--- config.mk ---
export PLATFORM = sky130hd
export DESIGN_NAME = sqrt_approx_nearest_square_flat
export DESIGN_NICKNAME = d
export VERILOG_FILES = /design/src/rtl/sqa_pkg.sv /design/src/rtl/sqa_in_if.sv /design/src/rtl/sqa_out_if.sv /design/src/rtl/sqrt_approx_nearest_square.sv /design/src/flat_wrapper.sv
export SDC_FILE = /design/constraint.sdc
export NUM_CORES = 1
export LEC_CHECK = 0
export ABC_CLOCK_PERIOD_IN_PS = 9940
export BUFFER_PORTS_ARGS = -buffer_cell sky130_fd_sc_hd__buf_2
export CAP_MARGIN = 25
export CORE_MARGIN = 2
export CORE_UTILIZATION = 40
export CTS_BUF_LIST = sky130_fd_sc_hd__clkbuf_4
export CTS_CLUSTER_SIZE = 10
export DETAILED_ROUTE_END_ITERATION = 8
export SLEW_MARGIN = 10
export SYNTH_ARGS = -nofsm -noshare
export SYNTH_HDL_FRONTEND = slang
export SYNTH_SLANG_ARGS = --single-unit
export TNS_END_PERCENT = 10
--- constraint.sdc ---
create_clock -name clk_i -period 9.94 [get_ports clk_i]
set_clock_uncertainty 0.05 [all_clocks]
set_input_delay 0.994 -clock clk_i [delete_from_list [all_inputs] [get_ports clk_i]]
set_output_delay 0.994 -clock clk_i [all_outputs]
set_load 0.02 [all_outputs]
--- src/rtl/sqa_pkg.sv ---
// ----------------------------------------------------------------------------
// sqa_pkg: shared definitions for the nearest-square root approximator
// Default widths, sequencer step and condition codes, the control word
// and the microcode ROM.
// ----------------------------------------------------------------------------
package sqa_pkg;

  localparam int unsigned IntBitsDef  = 16;
  localparam int unsigned FracBitsDef = 8;

  typedef enum logic [2:0] {
    STEP_IDLE    = 3'd0,
    STEP_SEARCH  = 3'd1,
    STEP_NSETUP  = 3'd2,
    STEP_DIV_N   = 3'd3,
    STEP_ISETUP  = 3'd4,
    STEP_DIV_I   = 3'd5,
    STEP_OUT     = 3'd6
  } step_e;

  typedef enum logic [2:0] {
    COND_ALWAYS   = 3'd0,
    COND_IN       = 3'd1,
    COND_FOUND    = 3'd2,
    COND_DIV_LAST = 3'd3,
    COND_OUT_FREE = 3'd4
  } cond_e;

  // One control word per step. The step jumps to target when cond holds,
  // otherwise it repeats.
  typedef struct packed {
    cond_e cond;
    step_e target;
    logic  ld_in;
    logic  search;
    logic  setup_newton;
    logic  setup_interp;
    logic  div;
    logic  out_load;
  } ctrl_t;

  function automatic ctrl_t ucode_rom(step_e step);
    ctrl_t cw;
    cw = '{cond: COND_ALWAYS, target: STEP_IDLE, default: 1'b0};
    unique case (step)
      STEP_IDLE: begin
        cw.cond   = COND_IN;
        cw.target = STEP_SEARCH;
        cw.ld_in  = 1'b1;
      end
      STEP_SEARCH: begin
        cw.cond   = COND_FOUND;
        cw.target = STEP_NSETUP;
        cw.search = 1'b1;
      end
      STEP_NSETUP: begin
        cw.cond         = COND_ALWAYS;
        cw.target       = STEP_DIV_N;
        cw.setup_newton = 1'b1;
      end
      STEP_DIV_N: begin
        cw.cond   = COND_DIV_LAST;
        cw.target = STEP_ISETUP;
        cw.div    = 1'b1;
      end
      STEP_ISETUP: begin
        cw.cond         = COND_ALWAYS;
        cw.target       = STEP_DIV_I;
        cw.setup_interp = 1'b1;
      end
      STEP_DIV_I: begin
        cw.cond   = COND_DIV_LAST;
        cw.target = STEP_OUT;
        cw.div    = 1'b1;
      end
      STEP_OUT: begin
        cw.cond     = COND_OUT_FREE;
        cw.target   = STEP_IDLE;
        cw.out_load = 1'b1;
      end
      default: begin
        cw.cond   = COND_ALWAYS;
        cw.target = STEP_IDLE;
      end
    endcase
    return cw;
  endfunction

endpackage

--- src/rtl/sqa_in_if.sv ---
// ----------------------------------------------------------------------------
// sqa_in_if: input channel
// Valid/ready channel that carries one fixed-point number per transaction.
// ----------------------------------------------------------------------------
interface sqa_in_if #(
  parameter int unsigned INT_BITS  = sqa_pkg::IntBitsDef,
  parameter int unsigned FRAC_BITS = sqa_pkg::FracBitsDef
);
  localparam int unsigned IN_W = INT_BITS + FRAC_BITS;

  logic            valid;
  logic            ready;
  logic [IN_W-1:0] number_in;

  modport source (output valid, output number_in, input ready);
  modport sink   (input valid, input number_in, output ready);
endinterface

--- src/rtl/sqa_out_if.sv ---
// ----------------------------------------------------------------------------
// sqa_out_if: result channel
// Valid/ready channel that carries both approximations and the upper root.
// ----------------------------------------------------------------------------
interface sqa_out_if #(
  parameter int unsigned INT_BITS  = sqa_pkg::IntBitsDef,
  parameter int unsigned FRAC_BITS = sqa_pkg::FracBitsDef
);
  localparam int unsigned RB       = (INT_BITS + 1) / 2;
  localparam int unsigned ROOT_W   = RB + 1;
  localparam int unsigned APPROX_W = RB + 1 + FRAC_BITS;

  logic                valid;
  logic                ready;
  logic [APPROX_W-1:0] approx_newton;
  logic [APPROX_W-1:0] approx_interp;
  logic [ROOT_W-1:0]   int_root_upper;

  modport source (output valid, output approx_newton, output approx_interp,
                  output int_root_upper, input ready);
  modport sink   (input valid, input approx_newton, input approx_interp,
                  input int_root_upper, output ready);
endinterface

--- src/rtl/sqrt_approx_nearest_square.sv ---
// ----------------------------------------------------------------------------
// sqrt_approx_nearest_square: square root approximation by nearest square
// Microcoded sequencer over a counting root search and a shared restoring
// divider.
// ----------------------------------------------------------------------------
// One number is worked on at a time. The idle step takes the transaction,
// then the upper root r is found by counting up from 1, one candidate per
// cycle, then a setup step and a divide over NUM_W = 2*ceil(INT_BITS/2) +
// FRAC_BITS + 1 quotient bits give the Newton value, the same again gives
// the interpolation, and a last step loads the result register once the
// output register is free. The shared one-bit-per-cycle divider and the
// search counter carry the bulk of the work. The next number is taken once
// the result is in the output register, even while that result still waits.
module sqrt_approx_nearest_square #(
  parameter int unsigned INT_BITS  = sqa_pkg::IntBitsDef,
  parameter int unsigned FRAC_BITS = sqa_pkg::FracBitsDef
) (
  input  logic      clk_i,
  input  logic      rst_ni,
  sqa_in_if.sink    in_i,
  sqa_out_if.source out_o
);
  import sqa_pkg::*;

  localparam int unsigned IN_W     = INT_BITS + FRAC_BITS;
  localparam int unsigned RB       = (INT_BITS + 1) / 2;
  localparam int unsigned ROOT_W   = RB + 1;
  localparam int unsigned APPROX_W = RB + 1 + FRAC_BITS;
  localparam int unsigned SQ_W     = 2 * RB + 1;
  localparam int unsigned NUM_W    = 2 * RB + FRAC_BITS + 1;
  localparam int unsigned DV_W     = RB + 2;
  localparam int unsigned REM_W    = RB + 3;
  localparam int unsigned CNT_W    = $clog2(NUM_W + 1);

  step_e step_q, step_d;
  ctrl_t cw;
  logic  cond_true;

  logic [IN_W-1:0]     n_q;
  logic [ROOT_W-1:0]   r_q;
  logic [SQ_W-1:0]     sq_q;
  logic [NUM_W-1:0]    quo_q;
  logic [REM_W-1:0]    rem_q;
  logic [DV_W-1:0]     dv_q;
  logic [CNT_W-1:0]    cnt_q;
  logic [APPROX_W-1:0] newton_q;
  logic                out_valid_q;
  logic [APPROX_W-1:0] out_newton_q;
  logic [APPROX_W-1:0] out_interp_q;
  logic [ROOT_W-1:0]   out_root_q;

  logic [ROOT_W-1:0] a_w;
  logic [SQ_W-1:0]   asq_w;
  logic [NUM_W-1:0]  n_ext;
  logic [NUM_W-1:0]  sq_sh;
  logic [NUM_W-1:0]  asq_sh;
  logic              found;
  logic              use_upper;
  logic [ROOT_W-1:0] s_w;
  logic [SQ_W-1:0]   ssq_w;
  logic [NUM_W-1:0]  newton_num;
  logic [NUM_W-1:0]  interp_num;
  logic [REM_W-1:0]  trial;
  logic              ge;
  logic              div_last;
  logic              out_free;

  // Squares are tracked incrementally, so no multiplier is needed.
  assign a_w    = r_q - ROOT_W'(1);
  assign asq_w  = sq_q - SQ_W'({r_q, 1'b0}) + SQ_W'(1);
  assign n_ext  = NUM_W'(n_q);
  assign sq_sh  = NUM_W'(sq_q) << FRAC_BITS;
  assign asq_sh = NUM_W'(asq_w) << FRAC_BITS;
  assign found  = sq_sh >= n_ext;

  // The upper square is taken only when strictly nearer, or when the lower
  // root is zero and would divide by zero.
  assign use_upper = (({1'b0, sq_sh} + {1'b0, asq_sh}) < {n_ext, 1'b0})
                     || (a_w == '0);
  assign s_w        = use_upper ? r_q : a_w;
  assign ssq_w      = use_upper ? sq_q : asq_w;
  assign newton_num = (NUM_W'(ssq_w) << FRAC_BITS) + n_ext;
  assign interp_num = (NUM_W'(asq_w + SQ_W'(a_w)) << FRAC_BITS) + n_ext;

  assign trial    = {rem_q[REM_W-2:0], quo_q[NUM_W-1]};
  assign ge       = trial >= REM_W'(dv_q);
  assign div_last = cnt_q == CNT_W'(1);
  assign out_free = !out_valid_q || out_o.ready;

  always_comb begin
    cw = ucode_rom(step_q);
    unique case (cw.cond)
      COND_ALWAYS:   cond_true = 1'b1;
      COND_IN:       cond_true = in_i.valid;
      COND_FOUND:    cond_true = found;
      COND_DIV_LAST: cond_true = div_last;
      COND_OUT_FREE: cond_true = out_free;
      default:       cond_true = 1'b1;
    endcase
    step_d = cond_true ? cw.target : step_q;
  end

  always_ff @(posedge clk_i or negedge rst_ni) begin
    if (!rst_ni) begin
      step_q <= STEP_IDLE;
    end else begin
      step_q <= step_d;
    end
  end

  always_ff @(posedge clk_i) begin
    if (cw.ld_in && cond_true) begin
      n_q  <= in_i.number_in;
      r_q  <= ROOT_W'(1);
      sq_q <= SQ_W'(1);
    end
    if (cw.search && !cond_true) begin
      r_q  <= r_q + ROOT_W'(1);
      sq_q <= sq_q + SQ_W'({r_q, 1'b1});
    end
    if (cw.setup_newton) begin
      quo_q <= newton_num;
      rem_q <= '0;
      dv_q  <= DV_W'({s_w, 1'b0});
      cnt_q <= CNT_W'(NUM_W);
    end
    if (cw.setup_interp) begin
      newton_q <= quo_q[APPROX_W-1:0];
      quo_q    <= interp_num;
      rem_q    <= '0;
      dv_q     <= DV_W'({a_w, 1'b1});
      cnt_q    <= CNT_W'(NUM_W);
    end
    if (cw.div) begin
      quo_q <= {quo_q[NUM_W-2:0], ge};
      rem_q <= ge ? (trial - REM_W'(dv_q)) : trial;
      cnt_q <= cnt_q - CNT_W'(1);
    end
    if (cw.out_load && cond_true) begin
      out_newton_q <= newton_q;
      out_interp_q <= quo_q[APPROX_W-1:0];
      out_root_q   <= r_q;
    end
  end

  always_ff @(posedge clk_i or negedge rst_ni) begin
    if (!rst_ni) begin
      out_valid_q <= 1'b0;
    end else if (cw.out_load && cond_true) begin
      out_valid_q <= 1'b1;
    end else if (out_o.ready) begin
      out_valid_q <= 1'b0;
    end
  end

  assign in_i.ready           = cw.ld_in;
  assign out_o.valid          = out_valid_q;
  assign out_o.approx_newton  = out_newton_q;
  assign out_o.approx_interp  = out_interp_q;
  assign out_o.int_root_upper = out_root_q;

  // A new transaction restarts the search at the first candidate root.
  a_start: assert property (@(posedge clk_i) disable iff (!rst_ni)
    (in_i.valid && in_i.ready) |=> (step_q == STEP_SEARCH && r_q == ROOT_W'(1)))
    else $error("search did not restart at root one");

  // The partial remainder stays below the divisor during every divide step.
  a_rem: assert property (@(posedge clk_i) disable iff (!rst_ni)
    (step_q == STEP_DIV_N || step_q == STEP_DIV_I) |-> (rem_q < REM_W'(dv_q)))
    else $error("divider remainder out of range");

  // A fresh result carries the smallest root whose square reaches the input.
  a_root: assert property (@(posedge clk_i) disable iff (!rst_ni)
    $rose(out_valid_q) |-> (found && (r_q == ROOT_W'(1) || asq_sh < n_ext)))
    else $error("upper root is not minimal");

endmodule

--- src/flat_wrapper.sv ---
// flat-port wrapper written by rule: the top's interface ports become plain ports
module sqrt_approx_nearest_square_flat import sqa_pkg::*;
#(
  parameter int unsigned INT_BITS  = sqa_pkg::IntBitsDef,
  parameter int unsigned FRAC_BITS = sqa_pkg::FracBitsDef
)
  (clk_i, rst_ni, in_i_valid, in_i_number_in, in_i_ready, out_o_valid, out_o_approx_newton, out_o_approx_interp, out_o_int_root_upper, out_o_ready);
  sqa_in_if #(.INT_BITS(INT_BITS), .FRAC_BITS(FRAC_BITS)) in_i_i ();
  sqa_out_if #(.INT_BITS(INT_BITS), .FRAC_BITS(FRAC_BITS)) out_o_i ();
  input  logic clk_i;
  input  logic rst_ni;
  input wire logic [$bits(in_i_i.valid)-1:0] in_i_valid;
  input wire logic [$bits(in_i_i.number_in)-1:0] in_i_number_in;
  output wire logic [$bits(in_i_i.ready)-1:0] in_i_ready;
  output wire logic [$bits(out_o_i.valid)-1:0] out_o_valid;
  output wire logic [$bits(out_o_i.approx_newton)-1:0] out_o_approx_newton;
  output wire logic [$bits(out_o_i.approx_interp)-1:0] out_o_approx_interp;
  output wire logic [$bits(out_o_i.int_root_upper)-1:0] out_o_int_root_upper;
  input wire logic [$bits(out_o_i.ready)-1:0] out_o_ready;
  assign in_i_i.valid = in_i_valid;
  assign in_i_i.number_in = in_i_number_in;
  assign in_i_ready = in_i_i.ready;
  assign out_o_valid = out_o_i.valid;
  assign out_o_approx_newton = out_o_i.approx_newton;
  assign out_o_approx_interp = out_o_i.approx_interp;
  assign out_o_int_root_upper = out_o_i.int_root_upper;
  assign out_o_i.ready = out_o_ready;
  sqrt_approx_nearest_square #(.INT_BITS(INT_BITS), .FRAC_BITS(FRAC_BITS)) u_core (.clk_i(clk_i), .rst_ni(rst_ni), .in_i(in_i_i), .out_o(out_o_i));
endmodule
=== Word-level counts from Yosys, hierarchy flattened ===
Index checks and enable logic that the tools add are counted.

* Output and inout port bits: 45
* Register bits after elaboration: 164
* Logic and storage cells: 81
* Bits of input ports: 28

* Add/sub/neg operators: 11
* Muxes and demuxes: 28
* Reduce and logical (&&, ||, !) cells: 14
* Equal/unequal tests: 11
* Order comparisons: 3

{| class="wikitable"
|+ Operator list
! operator !! count
|-
| 25-bit two-way mux || 3
|-
| 10-bit two-way mux || 6
|-
| 17-bit two-way mux || 3
|-
| 25-bit by 24-bit adder with 25-bit output || 2
|-
| 6-bit case mux with 7 select lines || 1
|-
| 9-bit two-way mux || 3
|-
| 25-bit by 25-bit adder with 26-bit output || 1
|-
| 26-bit by 25-bit less-than comparator with 1-bit output || 1
|-
| 25-bit by 24-bit greater-or-equal comparator with 1-bit output || 1
|-
| 17-bit by 1-bit adder with 17-bit output, second input constant || 1
|-
| 17-bit by 10-bit adder with 17-bit output || 1
|-
| 17-bit by 9-bit adder with 17-bit output || 1
|-
| 17-bit by 10-bit subtractor with 17-bit output || 1
|-
| 5-bit two-way mux || 3
|-
| 3-bit by 2-bit equality test with 1-bit output, second input constant || 4
|-
| 3-bit equality test, second input constant || 4
|-
| 11-bit by 10-bit greater-or-equal comparator with 1-bit output || 1
|-
| 10-bit subtractor || 1
|-
| 9-bit by 1-bit adder with 9-bit output, second input constant || 1
|-
| 9-bit logical NOT || 1
|-
| 9-bit by 1-bit subtractor with 9-bit output, second input constant || 1
|-
| 1-bit two-way mux || 8
|-
| 3-bit by 1-bit equality test with 1-bit output, second input constant || 2
|-
| 2-bit nonzero test || 3
|-
| 9 further kinds || 13
|}

=== Depth between registers and ports, before layout ===
Gate-level depths: netlist of the first run.

* Depth after elaboration: 10
* Gate-level depth with buffers: 43
* Mapped depth without buffers: 41

=== Least setup slack after synthesis of the first run ===
No wires, ideal clock.

* Path kind: reg2reg
* Start: reg u_core.r_q[0]
* End: reg u_core.quo_q[24] (data pin)
* Stages on the path, launching flop included: 39
* Setup slack: 1.635 ns
* Buffers on the path: 2
* Data arrival time: 7.993 ns
* Library setup time: 0.262 ns
* Data required time: 9.628 ns
* Cells stage by stage: edfxtp_1 ha_1 inv_1 ha_1 fa_1 a211oi_1 o21ai_1 a31oi_1 xnor2_2 ha_1 nand3_1 nand2_1 a41o_1 o41ai_1 o2111ai_1 a21oi_1 xnor2_1 ha_1 [... 3 more ...] a41o_1 buf_4 buf_2 xnor2_1 o21ai_0 ha_1 fa_1 a21oi_1 o21ai_0 or4_1 a31oi_1 nor2b_1 o21a_1 nor4_1 o41a_1 o21ai_0 xnor2_1 o21ai_1

* Word-level cells in the longest chain between the ends: 10

{| class="wikitable"
|+ RTL lines
! item !! RTL line !! source
|-
| start: declaration || sqrt_approx_nearest_square.sv:40 || <nowiki>logic [ROOT_W-1:0] r_q;</nowiki>
|-
| start signal: assignment || sqrt_approx_nearest_square.sv:118 || <nowiki>r_q <= r_q + ROOT_W'(1);</nowiki>
|-
| 17-bit by 10-bit subtractor with 17-bit output || sqrt_approx_nearest_square.sv:70 || <nowiki>assign asq_w = sq_q - SQ_W'({r_q, 1'b0}) + SQ_W'(1);</nowiki>
|-
| 17-bit by 1-bit adder with 17-bit output || sqrt_approx_nearest_square.sv:70 ||
|-
| 25-bit by 25-bit adder with 26-bit output || sqrt_approx_nearest_square.sv:78 || <nowiki>assign use_upper = (({1'b0, sq_sh} + {1'b0, asq_sh}) < {n_ext, 1'b0})</nowiki>
|-
| 26-bit by 25-bit less-than comparator with 1-bit output || sqrt_approx_nearest_square.sv:78 ||
|-
| 1-bit logical OR || sqrt_approx_nearest_square.sv:79 || <nowiki>|| (a_w == '0);</nowiki>
|-
| 17-bit two-way mux || sqrt_approx_nearest_square.sv:81 || <nowiki>assign ssq_w = use_upper ? sq_q : asq_w;</nowiki>
|-
| 25-bit by 24-bit adder with 25-bit output || sqrt_approx_nearest_square.sv:82 || <nowiki>assign newton_num = (NUM_W'(ssq_w) << FRAC_BITS) + n_ext;</nowiki>
|-
| 25-bit two-way mux || sqrt_approx_nearest_square.sv:121 || <nowiki>if (cw.setup_newton) begin</nowiki>
|-
| 25-bit two-way mux (*) || sqrt_approx_nearest_square.sv:127 || <nowiki>if (cw.setup_interp) begin</nowiki>
|-
| 25-bit two-way mux (*) || sqrt_approx_nearest_square.sv:134 || <nowiki>if (cw.div) begin</nowiki>
|-
| end signal: assignment || sqrt_approx_nearest_square.sv:122 || <nowiki>quo_q <= newton_num;</nowiki>
|-
| end signal: assignment || sqrt_approx_nearest_square.sv:129 || <nowiki>quo_q <= interp_num;</nowiki>
|-
| end signal: assignment || sqrt_approx_nearest_square.sv:135 || <nowiki>quo_q <= {quo_q[NUM_W-2:0], ge};</nowiki>
|-
| end: declaration || sqrt_approx_nearest_square.sv:42 || <nowiki>logic [NUM_W-1:0] quo_q;</nowiki>
|}

Mark *: on every way between the ends. The rest lies on a longest branch, timed or not. The select of a mux whose other input is x is not followed.
A chain may end at the register's enable or synchronous reset.

=== Worst setup path in the final report of the first run ===
Same ends and word-level chain as after synthesis.

==> PnR_summary.wiki, run 1 <==
{| class="wikitable"
! Metric !! Value
|-
| Ys Warns || 0
|-
| Area share of the largest cell type after synthesis || 0.433
|-
| Worst path max stage delay || 0.53 ns
|-
| CP Class || reg -> reg
|-
| Number of antenna violations at the first check in global routing || 1
|-
| Leading cell type by number of instances after synthesis || sky130_fd_sc_hd__edfxtp_1
|-
| Total of endpoints with negative setup slack in the final report || 0
|-
| Portion of the clock cycle consumed by the worst path in the final layout || 0.925
|-
| Iteration-0 DRC count of the detailed router || 600
|-
| Kind of launch point of the worst setup path || flip-flop
|-
| Fmax achieved || 109 MHz
|-
| Reported leakage power || 5.17 nW
|-
| CP max-delay cell || sky130_fd_sc_hd__edfxtp_1
|-
| Share of synthesized flip-flops with an asynchronous set or reset || 0.0244
|-
| Number of fillers in the final layout || 2614
|-
| Final total negative setup slack || 0 ns
|-
| Area post-placement || 11800 um2
|-
| Fraction of final layout cells sized beyond drive strength 1 || 0.126
|-
| Tot GR Track Use || 0.179
|-
| Maximum number of pins on one net before global-route repair || 45
|-
| Number of clock sinks seen by CTS || 164
|-
| Critical Path Fanout Max || 7
|-
| Power per standard cell area || 97.0 nW/um2
|-
| Initial Utilization || 0.408
|-
| Number of ports placed on the die boundary || 73
|-
| Register clock-pin slew on the reported worst setup and hold paths || 0.21 ns
|-
| Maximum capacitance violations || 0
|-
| Std cell rows || 60
|-
| Type of destination of the critical path || flip-flop
|-
| Number of buffers created by CTS || 17
|-
| Final min period || 9.19 ns
|-
| RSZ-0062 raised after global routing || false
|-
| Number of unique standard cell types used by synthesis || 72
|-
| Weighted congestion at the end of routability-driven global placement || 0.906
|-
| Total number of H-tree levels || 4
|-
| Detailed-route vias per instance || 5.31
|-
| Most used DFF post-synth || sky130_fd_sc_hd__edfxtp_1
|-
| Detail Route Antenna Nets || 0
|-
| Post-detailed-placement half-perimeter wirelength || 19000 um
|-
| Average wire per standard cell || 16.5 um
|-
| Max_slew headroom || 0.471
|-
| Cell count after placement || 1476
|-
| Global-route congestion overflow total || 0
|-
| Final layout net count || 1325
|-
| Final Cell Area || 12200 um2
|-
| Via count of the first global-routing pass || 7817
|-
| Overall routed net length || 25100 um
|-
| Clock Latency Late Sink || 0.61 ns
|-
| Cell types with the largest area share after synthesis || sky130_fd_sc_hd__edfxtp_1 43%, sky130_fd_sc_hd__ha_1 15%, sky130_fd_sc_hd__xnor2_1 4.9%, sky130_fd_sc_hd__nor2_1 4.1%, sky130_fd_sc_hd__nand2_1 3.1%
|-
| Remaining DRCs || 0
|-
| Register bit total from synthesis || 164
|-
| Die Width || 170 um
|-
| Fraction of the yosys area taken by sequential cells || 0.444
|-
| Endpoint required time on the critical path || 10.23 ns
|-
| Total of buffers placed on input and output ports || 72
|-
| EDFF count, synth || 159
|-
| Hold buffer count at cts || 0
|-
| Final slew viol count || 0
|-
| Clock tree root buffer cell || sky130_fd_sc_hd__clkbuf_4
|-
| Slew at the pin closest to its max-slew limit || 0.793 ns
|-
| Tightest Hold Check Type || in -> async
|-
| Mapped Nets || 1236
|-
| Arrival time at the worst endpoint || 9.49 ns
|-
| Layout overhead on the synthesized area || 11.0%
|-
| Fin. Hold Viols || 0
|-
| Mapped Avg Cell Area || 10.3 um2
|-
| Outcome || complete, no violations
|-
| Wire length of the first global-routing pass || 40300 um
|-
| Height of the chip || 170 um
|-
| Cell type with the largest total area after synthesis || sky130_fd_sc_hd__edfxtp_1
|-
| Netlist area before placement || 11000 um2
|-
| IR Drop Worst-Case VDD || 0.0563 mV
|-
| Routed vias || 8070
|-
| Die Area || 28900 um2
|-
| Top post-synthesis cells by count || 159 x sky130_fd_sc_hd__edfxtp_1, 129 x sky130_fd_sc_hd__ha_1, 121 x sky130_fd_sc_hd__nor2_1
|-
| Non-Filler Instances || 1519
|-
| Number of instances in the synthesized netlist || 1073
|-
| CTS tree || yes
|-
| Maximum number of buffers from clock root to sink || 2
|-
| Core Area || 27000 um2
|-
| Hold_ws || 0.0941 ns
|-
| Router iterations before antenna repair || 5
|}
-- timing repair --
item / CTS / global route
buffers inserted: 0 / 8
gates resized for setup: 0 / 4
setup endpoints to repair: 0 / 7
-- per-stage QoR --
step | util | worst slack, ns | total power [W]
finish | 0.453 | 0.745 | 0.00119
CTS | 0.450 | 0.406 | 0.00120
detailed placement | 0.437 | 0.464 | 0.000769
global route | 0.453 | 0.0558 | 0.00122
global placement | 0.437 | 0.720 | 0.000769
floorplan | - | 1.64 | 0.000763
-- critical path: cells and delay by family (launching register included) --
kind | cells | cell delay (ns)
adders and majority gates | 7 | 2.22
buffers and inverters | 2 | 0.15
DFF | 1 | 0.53
AOI/OAI and AO/OA | 18 | 3.70
xor gates and xnor gates | 3 | 0.42
and+or+nand+nor | 8 | 1.86
-- metal layers --
metal  global-route usage  part of all wire  vias up  routed length, um
li1                     -                 -     4055                  -
met1                0.256              0.50     3802              12500
met2                0.280              0.44      182              11100
met3               0.0260             0.039       31                986
met4               0.0587             0.022        0                560
met5                    0                 0        -                  0
-- flip-flops by register name (all words and copies together), names as in the netlist --
name / cells
u_core.sq_q: 17
u_core.out_o.valid: 1
u_core.step_q: 3
u_core.dv_q: 10
u_core.quo_q: 25
u_core.out_o.int_root_upper: 9
u_core.rem_q: 10
u_core.out_o.approx_newton: 17
u_core.out_o.approx_interp: 17
u_core.newton_q: 17
u_core.r_q: 9
u_core.cnt_q: 5
u_core.n_q: 24
-- worst paths after layout --
path / startpoint / end / slack [ns] / cells past startpoint
min in group clk_i: u_core.newton_q[16] / u_core.out_o.approx_newton[16] / 0.38 / 0
worst max register to register: u_core.r_q[0] / u_core.quo_q[24] / 0.75 / 38
max in group asynchronous: rst_ni / u_core.step_q[0] / 9.56 / 1
worst min register to register: u_core.newton_q[16] / u_core.out_o.approx_newton[16] / 0.38 / 0
worst max-delay path: u_core.r_q[0] / u_core.quo_q[24] / 0.75 / 38
worst min-delay path: rst_ni / u_core.step_q[2] / 0.09 / 1
-- kinds of logic after synthesis --
logic type	share of synthesized area
AOI/OAI and AO/OA	0.140
xor gates and xnor gates	0.0690
adders and majority gates	0.158
buffers and inverters	0.0377
DFF	0.444
muxes	0.0136
and+or+nand+nor	0.137
-- layout make-up --
class	instances	area, um2	share of cell area
Clock buffer	17	128	0.0104
Sequential cell	164	4890	0.400
Clock inverter	15	201	0.0165
Multi-Input combinational cell	801	5730	0.468
Timing Repair Buffer	95	537	0.0439
Antenna cell	3	7.51	0.000614
Inverter	83	312	0.0255
Tap cell	341	427	0.0349
-- report_power, final --
part           leakage, nW  internal [W]             switching (W)
Sequential            1.52      0.000747  0.0000000000000000000154
Clock                0.170      0.000124                  0.000310
Combinational         3.47    0.00000373                0.00000216
Total                 5.17      0.000875                  0.000312
-- placed cells by master, fill, tap and decap left out, types with 7 or more instances in the layout --
cell type and n:
sky130_fd_sc_hd__edfxtp_1 159, sky130_fd_sc_hd__ha_1 129, sky130_fd_sc_hd__nor2_1 121, sky130_fd_sc_hd__nand2_1 91, sky130_fd_sc_hd__inv_1 83, sky130_fd_sc_hd__buf_2 72
sky130_fd_sc_hd__a21oi_1 65, sky130_fd_sc_hd__xnor2_1 62, sky130_fd_sc_hd__o21ai_0 55, sky130_fd_sc_hd__a21o_1 27, sky130_fd_sc_hd__xor2_1 23, sky130_fd_sc_hd__buf_4 22
sky130_fd_sc_hd__nor3_1 21, sky130_fd_sc_hd__clkbuf_4 17, sky130_fd_sc_hd__nor2b_1 15, sky130_fd_sc_hd__mux2i_1 15, sky130_fd_sc_hd__nand3_1 14, sky130_fd_sc_hd__o21a_1 13
sky130_fd_sc_hd__a211oi_1 12, sky130_fd_sc_hd__nand2b_1 10, sky130_fd_sc_hd__or3_1 10, sky130_fd_sc_hd__nand4_1 9, sky130_fd_sc_hd__or2_2 8, sky130_fd_sc_hd__a311oi_1 8
sky130_fd_sc_hd__o21bai_1 7, sky130_fd_sc_hd__clkinv_8 7
No activity file was read; power rests on OpenSTA's default activity.
==> inputs of run 2 (changes only) <==
Settings changed: GPL_TIMING_DRIVEN set to 0.
==> run 2 against run 1 <==
Global-route usage increased by 0.14 points. Final area is 1.1% higher. Sequential share of layout area fell by 0.43 points. First-iteration DRC count increased by 14%. Power increased by 0.16%. Clock-buffer cell count unchanged.
==> PnR_summary.wiki, run 2 (synthesized netlist as in run 1, its figures left out) <==
{| class="wikitable"
! Metric !! Value
|-
| Detailed route wirelength on metal2 || 11800 um
|-
| Height of the chip || 170 um
|-
| Total of buffers placed on input and output ports || 72
|-
| Router iterations before antenna repair || 5
|-
| Via count of the first global-routing pass || 7808
|-
| Tightest Hold Check Type || in -> async
|-
| Switching power total || 0.000313 W
|-
| CTS tree || yes
|-
| Design internal power || 0.000876 W
|-
| Cell count after placement || 1489
|-
| Biggest regs || u_core.quo_q x25, u_core.n_q x24
|-
| Tot GR Track Use || 0.180
|-
| Number of clock sinks seen by CTS || 164
|-
| Sequential Power Share || 0.629
|-
| Type of destination of the critical path || flip-flop
|-
| Number of fillers in the final layout || 2563
|-
| Arrival time at the worst endpoint || 9.71 ns
|-
| Number of antenna violations at the first check in global routing || 1
|-
| Portion of the clock cycle consumed by the worst path in the final layout || 0.946
|-
| Commonest non-fill, non-tap cell in the layout || sky130_fd_sc_hd__edfxtp_1
|-
| Die Width || 170 um
|-
| Overall routed net length || 25300 um
|-
| Remaining DRCs || 0
|-
| Endpoint required time on the critical path || 10.24 ns
|-
| Fmax achieved || 106 MHz
|-
| Max_slew headroom || 0.460
|-
| Detailed-route vias per instance || 5.32
|-
| Clock tree root buffer cell || sky130_fd_sc_hd__clkbuf_4
|-
| Fraction of final layout cells sized beyond drive strength 1 || 0.130
|-
| Die Area || 28900 um2
|-
| Max FFs per register || 25
|-
| Core Area || 27000 um2
|-
| Logic pwr share || 0.005
|-
| Outcome || complete, no violations
|-
| Maximum capacitance violations || 0
|-
| Metal1 wirelength || 12200 um
|-
| Kind of launch point of the worst setup path || flip-flop
|-
| Hold buffer count at cts || 0
|-
| Worst path max stage delay || 0.67 ns
|-
| Iteration-0 DRC count of the detailed router || 681
|-
| Final core utilization || 0.458
|-
| CP Class || reg -> reg
|-
| Wire length of the first global-routing pass || 40400 um
|-
| Highest-count cells in the layout ignoring fill and taps || 159 x sky130_fd_sc_hd__edfxtp_1, 127 x sky130_fd_sc_hd__ha_1, 121 x sky130_fd_sc_hd__nor2_1
|-
| Post-detailed-placement half-perimeter wirelength || 19500 um
|-
| Switching power share of the total || 0.263
|-
| Initial Utilization || 0.408
|-
| Critical Path Fanout Max || 10
|-
| Non-Filler Instances || 1530
|-
| Std cell rows || 60
|-
| Final layout net count || 1338
|-
| Fraction of power consumed by the clock network || 0.367
|-
| Average wire per standard cell || 16.6 um
|-
| Weighted congestion at the end of routability-driven global placement || 0.855
|-
| Number of ports placed on the die boundary || 73
|-
| Maximum number of pins on one net before global-route repair || 39
|-
| Worst Path Buf+Inv || 4
|-
| Register clock-pin slew on the reported worst setup and hold paths || 0.19 ns
|-
| CP max-delay cell || sky130_fd_sc_hd__edfxtp_1
|-
| Clock Latency Late Sink || 0.60 ns
|-
| Detail Route Antenna Nets || 0
|-
| IR Drop Worst-Case VDD || 0.0509 mV
|-
| Slew at the pin closest to its max-slew limit || 0.810 ns
|-
| Total number of H-tree levels || 4
|-
| Top routing layer in use || met4
|-
| Power per standard cell area || 96.1 nW/um2
|-
| Metal3 WL || 896 um
|-
| Final min period || 9.40 ns
|-
| Maximum number of buffers from clock root to sink || 2
|-
| Fin. Hold Viols || 0
|-
| Top register by number of flip-flops || u_core.quo_q
|-
| Reported leakage power || 5.20 nW
|-
| Number of buffers created by CTS || 17
|-
| Global-route congestion overflow total || 0
|-
| Final slew viol count || 0
|-
| Cell family with the largest share of critical-path delay || compound AO/OA/AOI/OAI gates
|-
| Total of endpoints with negative setup slack in the final report || 0
|-
| Routed vias || 8143
|-
| Layout overhead on the synthesized area || 12.2%
|}
run 2: worst paths after layout:
kind	endpoint	start	slack [ns]	cells after the start
worst max register to register	u_core.quo_q[24]	u_core.r_q[5]	0.54	41
worst max-delay path	u_core.quo_q[24]	u_core.r_q[5]	0.54	41
worst min-delay path	u_core.step_q[2]	rst_ni	0.1	1
min in group clk_i	u_core.out_o.approx_newton[9]	u_core.newton_q[9]	0.36	0
max in group asynchronous	u_core.out_o.valid	rst_ni	9.58	1
worst min register to register	u_core.out_o.approx_newton[9]	u_core.newton_q[9]	0.36	0
run 2: through the flow:
step / setup WS [ns] / hold WS [ns] / power, W / TNS (ns) / cell area, um2
2_1_floorplan: 1.64 / 0.350 / 0.000763 / 0 / 11000
3_3_place_gp: -0.0573 / 0.353 / 0.000769 / -0.0573 / 11800
3_5_place_dp: -0.0973 / 0.355 / 0.000769 / -0.0973 / 11900
4_1_cts: 0.0159 / 0.0491 / 0.00120 / 0 / 12200
5_1_grt: -0.0111 / 0.0636 / 0.00123 / -0.0127 / 12400
6_report: 0.535 / 0.0983 / 0.00119 / 0 / 12400
run 2: power groups by stage:
stage,clock [W],combinational [W],sequential [W]
after floorplan,0,0.0000000655,0.000763
after global placement,0,0.00000598,0.000763
after detailed placement,0,0.00000602,0.000763
after CTS,0.000449,0.00000605,0.000747
after global routing,0.000473,0.00000636,0.000747
final,0.000436,0.00000582,0.000747
run 2: layout make-up:
cell class | count | area (um2) | share of cell area
multi-input combinational | 801 | 5790 | 0.469
sequential | 164 | 4890 | 0.396
timing repair buffer | 84 | 503 | 0.0407
tap | 341 | 427 | 0.0345
inverter | 83 | 315 | 0.0255
clock inverter | 15 | 194 | 0.0157
clock buffer | 17 | 128 | 0.0103
buffer | 24 | 106 | 0.00860
antenna | 1 | 2.50 | 0.000202
run 2: layer usage:
metal	global-route usage	up-vias
met5	0	-
li1	-	4080
met2	0.298	176
met1	0.246	3856
met3	0.0272	31
met4	0.0520	0
run 2: what timing repair did:
| item | in CTS | in global routing |
|---|---|---|
| hold endpoints to repair | 0 | 0 |
| setup buffers | 0 | 8 |
| gates resized for setup | 1 | 19 |
| endpoints found under the setup margin | 1 | 5 |
run 2: worst reg2reg max path, delay by kind of cell, from the launching register on:
family | cells | cell delay [ns]
AOI/OAI and AO/OA | 16 | 2.77
and+or+nand+nor | 12 | 2.45
buffers and inverters | 4 | 0.73
adders and majority gates | 6 | 2.00
xor gates and xnor gates | 3 | 0.49
DFF | 1 | 0.67
==> inputs of run 3 (changes only) <==
Settings changed: ABC_CLOCK_PERIOD_IN_PS 9940 to 11450, CORE_UTILIZATION 40 to 50, PLACE_DENSITY set to 0.67.
Clock period 9.94 ns to 11.45 ns, I/O delays scaled along.
==> run 3 against run 2 <==
Core utilization rose by 10 points. Wire length fell by 2.8%. Final area fell by 1.6%. Clock power fell by 14%. Register-to-register slack improved by 0.93 ns. Critical path depth fell by 5. Clock-buffer cell count did not move. Sequential power fell by 13%.
==> PnR_summary.wiki, run 3 (synthesized netlist as in run 1, its figures left out) <==
{| class="wikitable"
! Metric !! Value
|-
| Global-route congestion overflow total || 0
|-
| Routed vias || 8070
|-
| Total number of H-tree levels || 4
|-
| Number of clock sinks seen by CTS || 164
|-
| Endpoint required time on the critical path || 11.75 ns
|-
| CP Launch Point || u_core.r_q[3]
|-
| Cell family with the largest share of critical-path delay || compound AO/OA/AOI/OAI gates
|-
| Power per standard cell area || 84.4 nW/um2
|-
| Maximum number of pins on one net before global-route repair || 39
|-
| Power after layout || 0.00103 W
|-
| Worst path max stage delay || 0.66 ns
|-
| Die Width || 152 um
|-
| Core Area || 21800 um2
|-
| Biggest regs || u_core.quo_q x25, u_core.n_q x24
|-
| CP max-delay cell || sky130_fd_sc_hd__edfxtp_1
|-
| Register clock-pin slew on the reported worst setup and hold paths || 0.18 ns
|-
| Top register by number of flip-flops || u_core.quo_q
|-
| Via count of the first global-routing pass || 7691
|-
| Total number of cells along the worst setup path || 36
|-
| Final min period || 9.99 ns
|-
| Commonest non-fill, non-tap cell in the layout || sky130_fd_sc_hd__edfxtp_1
|-
| Clock Latency Late Sink || 0.61 ns
|-
| Router iterations before antenna repair || 5
|-
| Critical Path Fanout Max || 10
|-
| Max FFs per register || 25
|-
| Height of the chip || 152 um
|-
| Reported leakage power || 5.14 nW
|-
| Number of ports placed on the die boundary || 73
|-
| Total of buffers placed on input and output ports || 72
|-
| Iteration-0 DRC count of the detailed router || 502
|-
| Fin. Hold Viols || 0
|-
| Total of endpoints with negative setup slack in the final report || 0
|-
| Average wire per standard cell || 16.8 um
|-
| Initial Utilization || 0.506
|-
| Worst Path Buf+Inv || 3
|-
| R2r worst-path depth || 36
|-
| Tot GR Track Use || 0.215
|-
| Maximum number of buffers from clock root to sink || 2
|-
| Fraction of final layout cells sized beyond drive strength 1 || 0.113
|-
| Final layout net count || 1331
|-
| Slew at the pin closest to its max-slew limit || 0.818 ns
|-
| Outcome || complete, no violations
|-
| Type of destination of the critical path || flip-flop
|-
| Final slew viol count || 0
|-
| Slack of the worst reg-to-reg path || 1.46 ns
|-
| Tightest Hold Check Type || in -> async
|-
| Portion of the clock cycle consumed by the worst path in the final layout || 0.872
|-
| Post-detailed-placement half-perimeter wirelength || 18900 um
|-
| Weighted congestion at the end of routability-driven global placement || 0.908
|-
| Detailed-route vias per instance || 5.52
|-
| Post-CTS setup repair buffer count || 0
|-
| Layout overhead on the synthesized area || 10.4%
|-
| Final total negative setup slack || 0 ns
|-
| Arrival time at the worst endpoint || 10.28 ns
|-
| Highest-count cells in the layout ignoring fill and taps || 159 x sky130_fd_sc_hd__edfxtp_1, 129 x sky130_fd_sc_hd__ha_1, 121 x sky130_fd_sc_hd__nor2_1
|-
| CTS tree || yes
|-
| Worst r2r src || u_core.r_q[3]
|-
| Wire length of the first global-routing pass || 39800 um
|-
| Reg2reg end || u_core.quo_q[24]
|-
| Maximum capacitance violations || 0
|-
| RSZ-0062 raised after global routing || false
|-
| Std cell rows || 54
|-
| Max_slew headroom || 0.455
|-
| Overall routed net length || 24600 um
|-
| Non-Filler Instances || 1462
|-
| Fmax achieved || 100 MHz
|-
| Kind of launch point of the worst setup path || flip-flop
|-
| Remaining DRCs || 0
|-
| Die Area || 23200 um2
|-
| Number of fillers in the final layout || 1953
|-
| Gates resized, CTS repair || 0
|-
| Post-placement worst setup slack || 1.60 ns
|-
| Cell count after placement || 1428
|-
| Hold buffer count at cts || 0
|-
| Number of buffers created by CTS || 17
|-
| Detail Route Antenna Nets || 0
|-
| IR Drop Worst-Case VDD || 0.0447 mV
|-
| Clock tree root buffer cell || sky130_fd_sc_hd__clkbuf_4
|-
| Post-route setup slack || 1.46 ns
|-
| CP Class || reg -> reg
|-
| Number of antenna violations at the first check in global routing || 1
|}
run 3: worst max-delay path by stage:
| stage | to | slack, ns |
|---|---|---|
| after detailed placement | u_core.quo_q[24] | 1.60 |
| final | u_core.quo_q[24] | 1.46 |
| after global placement | u_core.quo_q[24] | 1.59 |
| after CTS | u_core.quo_q[24] | 1.53 |
| after global routing | u_core.quo_q[24] | 0.80 |
| after floorplan | u_core.quo_q[24] | 3.15 |
run 3: per-layer routing:
layer | up-vias | track usage | wire (um)
li1 | 4064 | - | -
met1 | 3780 | 0.304 | 11700
met2 | 198 | 0.342 | 11300
met3 | 28 | 0.0373 | 1100
met4 | 0 | 0.0631 | 521
met5 | - | 0 | 0
run 3: final cells by class:
class	instances	area [um2]	share of cell area
timing repair buffer	76	463	0.0381
clock inverter	15	194	0.0159
multi-input combinational	801	5710	0.470
sequential	164	4890	0.402
tap	280	350	0.0288
buffer	25	105	0.00864
inverter	83	312	0.0256
antenna	1	2.50	0.000206
clock buffer	17	128	0.0105
run 3: power by group:
group | switching [W] | internal [W] | leakage (nW)
logic | 0.00000162 | 0.00000322 | 3.45
registers | 0.00000000000000000000622 | 0.000649 | 1.52
clock network | 0.000266 | 0.000107 | 0.168
total | 0.000268 | 0.000759 | 5.14
run 3: metrics by stage:
stage                     cell area [um2]   util  hold slack, ns
after global routing                12200  0.559           0.225
after global placement              11700  0.539           0.353
final                               12200  0.559           0.254
after detailed placement            11800  0.543           0.355
after floorplan                     11000      -           0.350
after CTS                           12100  0.558           0.223
